--- config.mk ---
export PLATFORM = sky130hd
export DESIGN_NAME = swlis_ctrl
export DESIGN_NICKNAME = d
export VERILOG_FILES = /design/src/hdl/swlis_pkg.sv /design/src/hdl/swlis_ctrl.sv
export SDC_FILE = /design/constraint.sdc
export NUM_CORES = 1
export LEC_CHECK = 0
export ABC_AREA = 1
export BUFFER_PORTS_ARGS = -buffer_cell sky130_fd_sc_hd__buf_2
export CAP_MARGIN = 20
export CORE_AREA = 2 2 39 41
export DETAILED_ROUTE_END_ITERATION = 10
export DIE_AREA = 0 0 41 43
export GPL_ROUTABILITY_DRIVEN = 0
export GPL_TIMING_DRIVEN = 0
export PLACE_DENSITY = 0.38
export SLEW_MARGIN = 10
export SYNTH_ARGS = -nofsm -noshare
export SYNTH_HDL_FRONTEND = slang
export SYNTH_SLANG_ARGS = --single-unit
export TNS_END_PERCENT = 10
--- constraint.sdc ---
create_clock -name clk_i -period 1 [get_ports clk_i]
set_input_delay 0.1 -clock clk_i [delete_from_list [all_inputs] [get_ports clk_i]]
set_output_delay 0.1 -clock clk_i [all_outputs]
set_load 0.01 [all_outputs]
--- src/hdl/swlis_pkg.sv ---
`timescale 1ns / 1ps
// ----------------------------------------------------------------------------
// swlis_pkg
// Shared widths, register map and controller/datapath interface types for the
// sliding-window longest non-decreasing subsequence core.
// ----------------------------------------------------------------------------
package swlis_pkg;

  localparam int MAX_WINDOW = 64;
  localparam int SAMPLE_W   = 32;
  localparam int CNT_W      = $clog2(MAX_WINDOW + 1);   // holds 0..MAX_WINDOW
  localparam int ADDR_W     = 3;
  localparam int DATA_W     = 32;

  // register index, taken from paddr[ADDR_W-1:2]
  localparam logic REG_WINDOW_LEN = 1'b0;

  localparam logic [CNT_W-1:0] MAX_LEN = CNT_W'(MAX_WINDOW);
  localparam logic [CNT_W-1:0] MIN_LEN = CNT_W'(1);

  typedef enum logic [2:0] {
    ST_IDLE = 3'b001,
    ST_WALK = 3'b010,
    ST_DONE = 3'b100
  } state_e;

  // controller -> datapath
  typedef struct packed {
    logic push;       // item accepted: write sample, reset walk state
    logic walk;       // one element of the dynamic program
    logic load_out;   // copy result into output register
  } dp_cmd_t;

  // datapath -> controller
  typedef struct packed {
    logic walk_last;  // current walk cycle handles the newest element
  } dp_status_t;

endpackage

--- src/hdl/swlis_ctrl.sv ---
`timescale 1ns / 1ps
// ----------------------------------------------------------------------------
// swlis_ctrl
// Sequencer: accepts one item, walks the window one element a cycle, then
// hands the result to the output register.
// ----------------------------------------------------------------------------
module swlis_ctrl (
  input  logic                 clk_i,
  input  logic                 rst_ni,
  input  logic                 in_valid_i,
  output logic                 in_stall_o,
  output logic                 out_valid_o,
  input  logic                 out_stall_i,
  input  swlis_pkg::dp_status_t status_i,
  output swlis_pkg::dp_cmd_t   cmd_o
);

  swlis_pkg::state_e state_q, state_d;
  logic              out_valid_q, out_valid_d;
  logic              slot_free;

  assign slot_free = !out_valid_q || !out_stall_i;

  always_comb begin
    state_d          = state_q;
    out_valid_d      = out_valid_q;
    cmd_o.push       = 1'b0;
    cmd_o.walk       = 1'b0;
    cmd_o.load_out   = 1'b0;
    in_stall_o       = 1'b1;
    if (out_valid_q && !out_stall_i) begin
      out_valid_d = 1'b0;
    end
    unique case (state_q)
      swlis_pkg::ST_IDLE: begin
        in_stall_o = 1'b0;
        if (in_valid_i) begin
          cmd_o.push = 1'b1;
          state_d    = swlis_pkg::ST_WALK;
        end
      end
      swlis_pkg::ST_WALK: begin
        cmd_o.walk = 1'b1;
        if (status_i.walk_last) begin
          state_d = swlis_pkg::ST_DONE;
        end
      end
      swlis_pkg::ST_DONE: begin
        if (slot_free) begin
          cmd_o.load_out = 1'b1;
          out_valid_d    = 1'b1;
          state_d        = swlis_pkg::ST_IDLE;
        end
      end
      default: begin
        state_d = swlis_pkg::ST_IDLE;
      end
    endcase
  end

  always_ff @(posedge clk_i or negedge rst_ni) begin
    if (!rst_ni) begin
      state_q     <= swlis_pkg::ST_IDLE;
      out_valid_q <= 1'b0;
    end else begin
      state_q     <= state_d;
      out_valid_q <= out_valid_d;
    end
  end

  assign out_valid_o = out_valid_q;

endmodule

; Word level (Yosys, flattened, before mapping)
; Index checks and enable logic that the tools add are counted.
[op_classes]
n_div = 0
n_addsub = 0
eq_ne = 6
mux = 13
multipliers = 0
n_shift = 0
reduce_logical = 5
bitwise = 0
magnitude_cmp = 0
[ops]
columns = op, n
row1 = $mux 1, 9
row2 = $mux 3, 3
row3 = $pmux 3 s3, 1
row4 = $ne 2x2->1 const B, 3
row5 = $eq 3x1->1 const B, 1
row6 = $eq 3x2->1 const B, 1
row7 = $eq 3x3->1 const B, 1
row8 = $reduce_and 3->1, 1
row9 = $logic_not 1->1, 2
row10 = $logic_and 1x1->1, 1
row11 = $logic_or 1x1->1, 1
[word_totals]
n_memories = 0
input_bits = 5
register_bits = 4
latchBits = 0
ramBits = 0
mem_bits_ro = 0
out_inout_bits = 5
elab_cells = 26

; Depth between registers and ports, before layout
; Gate-level depths: netlist of run 1.
[depth]
depth_word = 5
mapped_depth = 5
depth_no_buf = 5

; Worst setup path after synthesis of run 1
; Ideal clock, no wire load.
[synth_path]
path_type = flip-flop to output port
start = register state_q[0]
end = output cmd_o[2] in the netlist's numbering
path_stages_with_launch = 3
path_buffers = 0
required_time_ns = 0.900
t_arrival_ns = 0.915
slack_ns = -0.015
cell_sequence = dfstp_2 -> nand3_1 -> nor2_1
[synth_rtl]
columns = element, line
row1 = from (decl), swlis_ctrl.sv:18  ; swlis_pkg::state_e state_q, state_d;
row2 = from (signal assigned), swlis_ctrl.sv:63  ; state_q <= swlis_pkg::ST_IDLE;
row3 = from (signal assigned), swlis_ctrl.sv:66  ; state_q <= state_d;
row4 = to (decl), swlis_ctrl.sv:15  ; output swlis_pkg::dp_cmd_t cmd_o

==> metrics.md, run 1 <==
| Metric | Value |
|---|---|
| Initial Util | `0.138` |
| Slowest cell delay on critical path | `0.58 ns` |
| Number of global-route vias before repair | `209` |
| Remaining antenna violation count | `0` |
| Largest fanout on the critical path | `4` |
| Post-Synthesis Cells | `25` |
| Synth top area share | `0.392` |
| Root buf cell | `clkbuf_4` |
| Layout area overhead | `73.2%` |
| Full die area | `0.00176 mm²` |
| Iteration-0 DRC Markers | `6` |
| Worst r2r src | `state_q[0]` |
| Startpoint type of the worst setup path | `flip-flop` |
| Final WL | `480 µm` |
| Total congestion overflow | `0` |
| Outcome | `finished, violations left` |
| Die extent in y | `43 µm` |
| PD cells | `2700 mW/mm²` |
| Most frequent cells in the layout | `8 x buf_2, 6 x nand2_1, 4 x inv_1` |
| DRC viols | `0` |
| Gr usage total | `0.0694` |
| Buf/Inv on CP | `2` |
| Pre-CTS setup slack | `-0.0166 ns` |
| Fin crit share | `1.23` |
| Lkg Pwr | `0.193 nW` |
| Core Area | `0.00138 mm²` |
| Final setup violation count | `7` |
| Worst reg2reg endpoint | `state_q[2]` |
| Placed cells | `50` |
| Element type at the critical path end | `primary output` |
| Achievable Freq | `0.810 GHz` |
| ANT cells | `0` |
| Failing checks | `setup timing` |
| Kind of critical path | `reg2out` |
| Mean Syn Cell Area | `7.66 µm²` |
| Wirelength per Cell | `8.42 µm` |
| CP cell instances | `nor2_1, nand2_1, inv_2, buf_6` |
| Syn nets | `30` |
| IO Pins | `10` |
| Hold Crit Start | `status_i` |
| First-pass GRT wire length | `779 µm` |
| Yosys cell types | `9` |
| Routed vias | `219` |
| R2R cell count | `6` |
| Area contributors post-synth | `dfrtp_1 39%, dfstp_2 14%, nand2_1 12%` |
| Clk_lat worst skew | `0.24 ns` |
| Initial antenna violation count | `0` |
| Final Hold Slack | `0.0747 ns` |
| Synth Warn # | `0` |
| Tightest Pin Transition | `0.122 ns` |
| # fillers | `151` |
| Hold Crit Class | `in2reg` |
| Worst Skew | `0.00692 ns` |
| Slew Limit Fails | `0` |
| Max transition margin | `0.918` |
| Seq/Total Area, Yosys | `0.529` |
| Setup ws final | `-0.234 ns` |
| Max_cap viols | `0` |
| Hold depth | `2` |
| Die X | `41 µm` |
| Number of buffers created by CTS | `3` |
| Register area | `101 µm²` |
| Clock buffer depth | `2` |
| Worst hold endpoint | `state_q[1]` |
| Drt via density | `3.84` |
| CP required | `0.90 ns` |
| Port Buffer Count | `9` |
| Final std cells w/o fill | `57` |
| Crit path max-delay family | `flip-flops` |
| Slowest CP cell | `dfstp_2` |
| # H-tree levels | `1` |
| Worst vdd ir | `1.10 mV` |
| Most common cell after layout, fill and taps aside | `buf_2` |
| Nets@finish | `47` |
| Pre-antenna DRT Iters | `4` |
| Share of cells above drive strength 1 | `0.463` |
| Clock slew at reported path FFs | `0.04 ns` |
| Largest net degree at the start of global routing | `5` |
| Clock sink total | `4` |
| Flops & latches, synth | `4` |
| Final hold violations | `0` |
| CTS tree | `done` |
| Synth Cell Area | `191 µm²` |
| Minimum clock period | `1.23 ns` |
| WP data arrival | `1.13 ns` |
| Row cnt | `14` |
| Area leader, netlist | `dfrtp_1` |
| RSZ-0062 raised after global routing | `yes` |
| R2R Setup Slk | `-0.14 ns` |
| Area occupied by multi-input gates | `88.8 µm²` |
| Final HPWL DP | `334 µm` |
[cells by family after synthesis]
family | Yosys count | share of synthesized area
AOI/OAI and AO/OA | 1 | 0.0327
buffers and inverters | 5 | 0.0980
DFF | 4 | 0.529
and+or+nand+nor | 15 | 0.340
[layer usage]
metal  share of wire  vias to the layer above  track usage
met1            0.45                       96       0.0809
met3            0.13                        0       0.0628
met4               0                        0       0.0200
met5               0                        -            0
met2            0.42                       13       0.0906
li1                -                      110            -
[how the worst max path moves through the flow]
stage / startpoint / end / slack, ns / depth (start not counted)
after CTS: state_q[0] / cmd_o[1] / -0.22 / 4
after global routing: state_q[0] / cmd_o[0] / -0.26 / 4
after global placement: state_q[0] / cmd_o[2] / -0.03 / 3
final: state_q[0] / cmd_o[1] / -0.23 / 4
after detailed placement: state_q[0] / cmd_o[2] / -0.02 / 3
after floorplan: state_q[0] / cmd_o[2] / 0.009 / 2
[through the flow]
| step | setup TNS [ns] | power [mW] | cell area [µm²] | utilization |
|---|---|---|---|---|
| after floorplan | 0 | 0.460 | 194 | - |
| after global placement | -0.0337 | 0.566 | 259 | 0.187 |
| after detailed placement | -0.0166 | 0.558 | 259 | 0.187 |
| after CTS | -0.982 | 0.903 | 332 | 0.240 |
| after global routing | -1.28 | 0.968 | 332 | 0.240 |
| final | -1.03 | 0.896 | 332 | 0.240 |
[synthesized netlist by cell type]
library cell / n
nand2_1: 6
inv_1: 4
nor2_1: 4
dfrtp_1: 3
nand3_1: 3
nand4_1: 2
dfstp_2: 1
inv_2: 1
o22ai_1: 1
[state kept, by name, summed over array words and instances, names as in the netlist]
register and count:
state_q 3, out_valid_o 1
[area by class of cell]
class | count | area share
clock buffers | 4 | 0.0792
well taps | 16 | 0.0604
flip-flops and latches | 4 | 0.306
inverters | 5 | 0.0566
repair buffers | 12 | 0.230
multi-input cells | 16 | 0.268
[report_power, final]
group,switching [mW],total (mW),leakage [nW],internal [mW]
clock network,0.0765,0.227,0.0150,0.150
logic,0.202,0.382,0.127,0.180
registers,0.0584,0.288,0.0511,0.229
total,0.337,0.896,0.193,0.559
[what timing repair did]
action                                 in CTS  in global routing
cloned                                      0                  0
gates resized for setup                     4                  0
endpoints found under the hold margin       4                  0
hold buffers                                1                  0
pin swaps                                   1                  0
setup endpoints to repair                   4                  7
buffers inserted                            2                  0
No activity file was read; power rests on OpenSTA's default activity.
==> run 2: changes to the inputs <==
--- a/config.mk
+++ b/config.mk
@@ -14,6 +14,7 @@
 export GPL_ROUTABILITY_DRIVEN = 0
 export GPL_TIMING_DRIVEN = 0
 export PLACE_DENSITY = 0.38
+export SKIP_CTS_REPAIR_TIMING = 1
 export SLEW_MARGIN = 10
 export SYNTH_ARGS = -nofsm -noshare
 export SYNTH_HDL_FRONTEND = slang
==> run 2 against run 1 <==
The flow still finishes with violations (setup timing). Total power shrank 11%. Sequential cell count unchanged. Clock power is 2% lower. First-iteration DRC count is 17% lower. Clock skew about the same. Count of clock-buffer cells in the layout stayed put. Core utilization decreased by 2.3 points. Routed wire length decreased by 8.3%. Maximum frequency increased by 1.4%. Critical path type unchanged. Largest cell class unchanged.
==> metrics.md, run 2 (synthesis gave the netlist of run 1 again) <==
| Metric | Value |
|---|---|
| Share of cells above drive strength 1 | `0.410` |
| Slew Limit Fails | `0` |
| Most common cell after layout, fill and taps aside | `buf_2` |
| Worst reg2reg endpoint | `state_q[2]` |
| Pre-CTS setup slack | `-0.0166 ns` |
| Switching power | `0.297 mW` |
| Final hold violations | `0` |
| Hold Crit Class | `in2reg` |
| Root buf cell | `clkbuf_4` |
| IO Pins | `10` |
| Sw frac | `0.372` |
| Clock slew at reported path FFs | `0.04 ns` |
| Die extent in y | `43 µm` |
| Largest net degree at the start of global routing | `5` |
| Full die area | `0.00176 mm²` |
| Clk_lat worst skew | `0.24 ns` |
| Drt via density | `3.76` |
| Worst r2r src | `state_q[0]` |
| Slowest CP cell | `dfstp_2` |
| Hold Crit Start | `status_i` |
| Failing checks | `setup timing` |
| Crit. Startpoint | `state_q[0]` |
| WP data arrival | `1.12 ns` |
| Number of buffers created by CTS | `3` |
| Core Area | `0.00138 mm²` |
| Max FFs per register | `3` |
| Iteration-0 DRC Markers | `5` |
| Final HPWL DP | `334 µm` |
| CP endpoint | `cmd_o[2]` |
| Clock buffer depth | `2` |
| Achievable Freq | `0.822 GHz` |
| CP required | `0.90 ns` |
| Routed vias | `207` |
| PD cells | `2660 mW/mm²` |
| Gr usage total | `0.0604` |
| First-pass GRT wire length | `655 µm` |
| Initial Util | `0.138` |
| Largest fanout on the critical path | `4` |
| Cell area after layout | `300 µm²` |
| DRC viols | `0` |
| Remaining antenna violation count | `0` |
| # H-tree levels | `1` |
| Clk pwr share | `0.279` |
| Wirelength per Cell | `8.00 µm` |
| Kind of critical path | `reg2out` |
| Die X | `41 µm` |
| Pre-antenna DRT Iters | `4` |
| Fin crit share | `1.22` |
| Sequential Power Share | `0.345` |
| Port Buffer Count | `9` |
| Final setup violation count | `4` |
| Setup ws final | `-0.217 ns` |
| R2R Setup Slk | `0.01 ns` |
| Lkg Pwr | `0.182 nW` |
| Clock sink total | `4` |
| Max_cap viols | `0` |
| Final core utilization | `0.217` |
| Tightest Pin Transition | `0.125 ns` |
| Element type at the critical path end | `primary output` |
| Final WL | `440 µm` |
| Slowest cell delay on critical path | `0.55 ns` |
| Number of global-route vias before repair | `166` |
| Outcome | `finished, violations left` |
| Top reg by flops | `state_q` |
| Nets@finish | `45` |
| Worst vdd ir | `1.16 mV` |
| Max transition margin | `0.916` |
| CTS tree | `done` |
| ANT cells | `0` |
| PnR Total Power | `0.800 mW` |
| Comb power frac | `0.376` |
| CP cell instances | `nand3_2, nor2_2, buf_2` |
| # fillers | `152` |
| Worst Skew | `0.00681 ns` |
| Most frequent cells in the layout | `9 x buf_2, 6 x nand2_1, 4 x inv_1` |
| Minimum clock period | `1.22 ns` |
| Layout area overhead | `56.9%` |
| Initial antenna violation count | `0` |
| Post-DP Area | `259 µm²` |
| Internal power | `0.502 mW` |
| Startpoint type of the worst setup path | `flip-flop` |
| RSZ-0062 raised after global routing | `yes` |
| Row cnt | `14` |
| R2R cell count | `5` |
| Total congestion overflow | `0` |
==> run 2: cell types whose count changed in the layout (fill, tap and decap cells not counted), sizes merged <==
cell and change:
buf -2
==> run 2: final cells by class <==
class                      count  area (µm²)  share of cell area
sequential                     4         101               0.337
tap                           16        20.0              0.0667
inverter                       5        18.8              0.0625
timing repair buffer          10        55.1               0.183
clock buffer                   4        26.3              0.0875
multi-input combinational     16        78.8               0.262
==> run 2: worst max-delay path, delay by kind of cell, from the launching register on <==
kind	cells	cell delay [ns]
DFF	1	0.55
buffers and inverters	1	0.13
and+or+nand+nor	2	0.21
==> run 2: worst min path at each step <==
stage	end	slack (ns)	depth (start not counted)
2_1_floorplan	out_valid_o	-0.20	0
3_5_place_dp	state_q[1]	-0.09	1
3_3_place_gp	state_q[1]	-0.08	1
6_report	state_q[1]	0.08	2
4_1_cts	out_valid_o	-0.34	1
5_1_grt	state_q[1]	0.07	2
==> run 2: power groups by stage <==
stage / Combinational (mW) / Clock (mW) / Sequential (mW)
global route: 0.337 / 0.253 / 0.280
finish: 0.301 / 0.223 / 0.276
CTS: 0.290 / 0.236 / 0.269
detailed placement: 0.287 / 0 / 0.272
floorplan: 0.194 / 0 / 0.266
global placement: 0.293 / 0 / 0.272
==> run 2: metal layers <==
metal / global-route usage / part of all wire / vias up
li1: - / - / 107
met1: 0.0777 / 0.48 / 90
met2: 0.0656 / 0.40 / 10
met3: 0.0628 / 0.12 / 0
met4: 0.0200 / 0 / 0
met5: 0 / 0 / -
==> run 2: through the flow <==
stage | setup TNS (ns) | hold slack (ns) | std cells
after floorplan | 0 | -0.196 | 25
after global placement | -0.0337 | -0.0822 | 50
after detailed placement | -0.0166 | -0.0858 | 50
after CTS | -0.924 | -0.344 | 54
after global routing | -1.02 | 0.0719 | 55
final | -0.791 | 0.0802 | 55
==> run 3: changes to the inputs <==
--- a/config.mk
+++ b/config.mk
@@ -5,7 +5,6 @@
 export SDC_FILE = /design/constraint.sdc
 export NUM_CORES = 1
 export LEC_CHECK = 0
-export ABC_AREA = 1
 export BUFFER_PORTS_ARGS = -buffer_cell sky130_fd_sc_hd__buf_2
 export CAP_MARGIN = 20
 export CORE_AREA = 2 2 39 41
@@ -13,7 +12,7 @@
 export DIE_AREA = 0 0 41 43
 export GPL_ROUTABILITY_DRIVEN = 0
 export GPL_TIMING_DRIVEN = 0
-export PLACE_DENSITY = 0.38
+export PLACE_DENSITY = 0.4
 export SKIP_CTS_REPAIR_TIMING = 1
 export SLEW_MARGIN = 10
 export SYNTH_ARGS = -nofsm -noshare
==> run 3 against run 2 <==
The run still ends with setup timing left. Critical path depth decreased by 1. Non-clock buffer count up 2. Critical endpoint is now in_stall_o. Core utilization increased by 4.0 points.
==> metrics.md, run 3 <==
| Metric | Value |
|---|---|
| Outcome | `finished, violations left` |
| Failing checks | `setup timing` |
| DRC viols | `0` |
| Final setup violation count | `5` |
| Element type at the critical path end | `primary output` |
| PnR Total Power | `0.894 mW` |
| Ys flop type | `dfrtp_1` |
| Clk_lat worst skew | `0.23 ns` |
| Worst r2r src | `state_q[0]` |
| Seq/Total Area, Yosys | `0.482` |
| Iteration-0 DRC Markers | `0` |
| Initial Util | `0.152` |
| Nets@finish | `41` |
| PD cells | `2520 mW/mm²` |
| Comb power frac | `0.418` |
| Final hold violations | `0` |
| Mean Syn Cell Area | `11.1 µm²` |
| # H-tree levels | `1` |
| Minimum clock period | `1.41 ns` |
| RSZ-0062 raised after global routing | `yes` |
| Top reg by flops | `state_q` |
| Hold Crit Start | `out_stall_i` |
| Post-Synthesis Cells | `19` |
| Gr usage total | `0.0664` |
| Pre-antenna DRT Iters | `1` |
| CP required | `0.90 ns` |
| Area contributors post-synth | `dfrtp_1 36%, dfstp_2 13%, or3b_1 8.3%` |
| Kind of critical path | `reg2out` |
| Initial antenna violation count | `0` |
| WP data arrival | `1.31 ns` |
| Total congestion overflow | `0` |
| Achievable Freq | `0.708 GHz` |
| Crit. Startpoint | `state_q[0]` |
| Row cnt | `14` |
| Hold Crit Class | `in2reg` |
| Flops & latches, synth | `4` |
| Remaining antenna violation count | `0` |
| Most frequent cells in the layout | `7 x buf_2, 3 x clkbuf_4` |
| Yosys cell types | `11` |
| Hold depth | `2` |
| ANT cells | `0` |
| Placed cells | `44` |
| Layout area overhead | `69.0%` |
| Full die area | `0.00176 mm²` |
| TNS Setup | `-1.34 ns` |
| Number of buffers created by CTS | `3` |
| Post-synth top cells | `3 x a21oi_1, 3 x dfrtp_1` |
| Most common cell after layout, fill and taps aside | `buf_2` |
| Area leader, netlist | `dfrtp_1` |
| Async set-reset flop share out of synthesis | `1.00` |
| Die extent in y | `43 µm` |
| Synth Warn # | `0` |
| Clock slew at reported path FFs | `0.03 ns` |
| Post-DP Area | `282 µm²` |
| Final WL | `512 µm` |
| Fin crit share | `1.41` |
| Largest net degree at the start of global routing | `10` |
| Routed vias | `210` |
| Synth top area share | `0.357` |
| Port Buffer Count | `9` |
| Synth Cell Area | `210 µm²` |
| Cell area after layout | `355 µm²` |
| Clock buffer depth | `2` |
| Sequential Power Share | `0.343` |
| Area occupied by multi-input gates | `123 µm²` |
| Max transition margin | `0.847` |
| Setup ws final | `-0.412 ns` |
| Die X | `41 µm` |
| IO Pins | `10` |
| Final std cells w/o fill | `51` |
| Wirelength per Cell | `10.0 µm` |
| Slew Limit Fails | `0` |
| Post-synth EDFFs | `0` |
| Root buf cell | `clkbuf_4` |
| Register area | `104 µm²` |
| Max FFs per register | `3` |
| Pre-CTS setup slack | `-0.189 ns` |
| Tightest Pin Transition | `0.227 ns` |
| Final HPWL DP | `378 µm` |
| Number of global-route vias before repair | `203` |
| Core Area | `0.00138 mm²` |
| R2R cell count | `3` |
| Switching power | `0.268 mW` |
| Worst vdd ir | `0.748 mV` |
| Syn nets | `24` |
| CTS tree | `done` |
| Sw frac | `0.300` |
| First-pass GRT wire length | `786 µm` |
| Largest fanout on the critical path | `7` |
| Max_cap viols | `0` |
| Clock sink total | `4` |
| Internal power | `0.626 mW` |
| Drt via density | `4.12` |
| Share of cells above drive strength 1 | `0.629` |
| Clk pwr share | `0.239` |
| Lkg Pwr | `0.156 nW` |
| Worst Skew | `0.00777 ns` |
| # fillers | `157` |
| Startpoint type of the worst setup path | `flip-flop` |
## run 3: layer usage
layer,wire (µm),track usage,vias up
met5,0,0,-
met4,0,0.0400,0
met3,22,0.0314,0
met2,248,0.0844,5
met1,241,0.0874,99
li1,-,-,106
## run 3: stage by stage
stage          utilization  hold slack [ns]
2_1_floorplan            -           -0.196
3_3_place_gp         0.203          -0.0913
3_5_place_dp         0.203          -0.0892
4_1_cts              0.222           -0.338
5_1_grt              0.257            0.105
6_report             0.257            0.102
## run 3: path summary, 6_finish.rpt
kind | endpoint | slack, ns
worst max-delay path | in_stall_o | -0.41
worst min-delay path | state_q[0] | 0.10
worst max register to register | state_q[0] | -0.06
worst min register to register | state_q[1] | 0.51
max in group asynchronous | state_q[0] | 0.58
min in group asynchronous | state_q[1] | 0.20
## run 3: logic make-up (layout without fill, tap and decap cells)
group	after synthesis	count (layout)	share of synthesized area
simple gates	11	11	0.405
flops	4	4	0.482
buf+inv	0	16	0
compound gates	4	4	0.113
## run 3: area by class of cell
cell class,instances,share of cell area
multi-input cells,15,0.345
flip-flops and latches,4,0.292
clock buffers,4,0.0739
well taps,16,0.0563
repair buffers,12,0.232
## run 3: power groups by stage
stage          Combinational (mW)  Clock [mW]  Sequential, mW
2_1_floorplan               0.172           0           0.283
3_3_place_gp                0.251           0           0.304
3_5_place_dp                0.252           0           0.305
4_1_cts                     0.253       0.221           0.305
5_1_grt                     0.401       0.235           0.317
6_report                    0.374       0.213           0.307
## run 3: critical path: stages (launching register included)
cell and delay (ns):
dfstp_2 0.57, or3b_4 0.39, buf_6 0.13
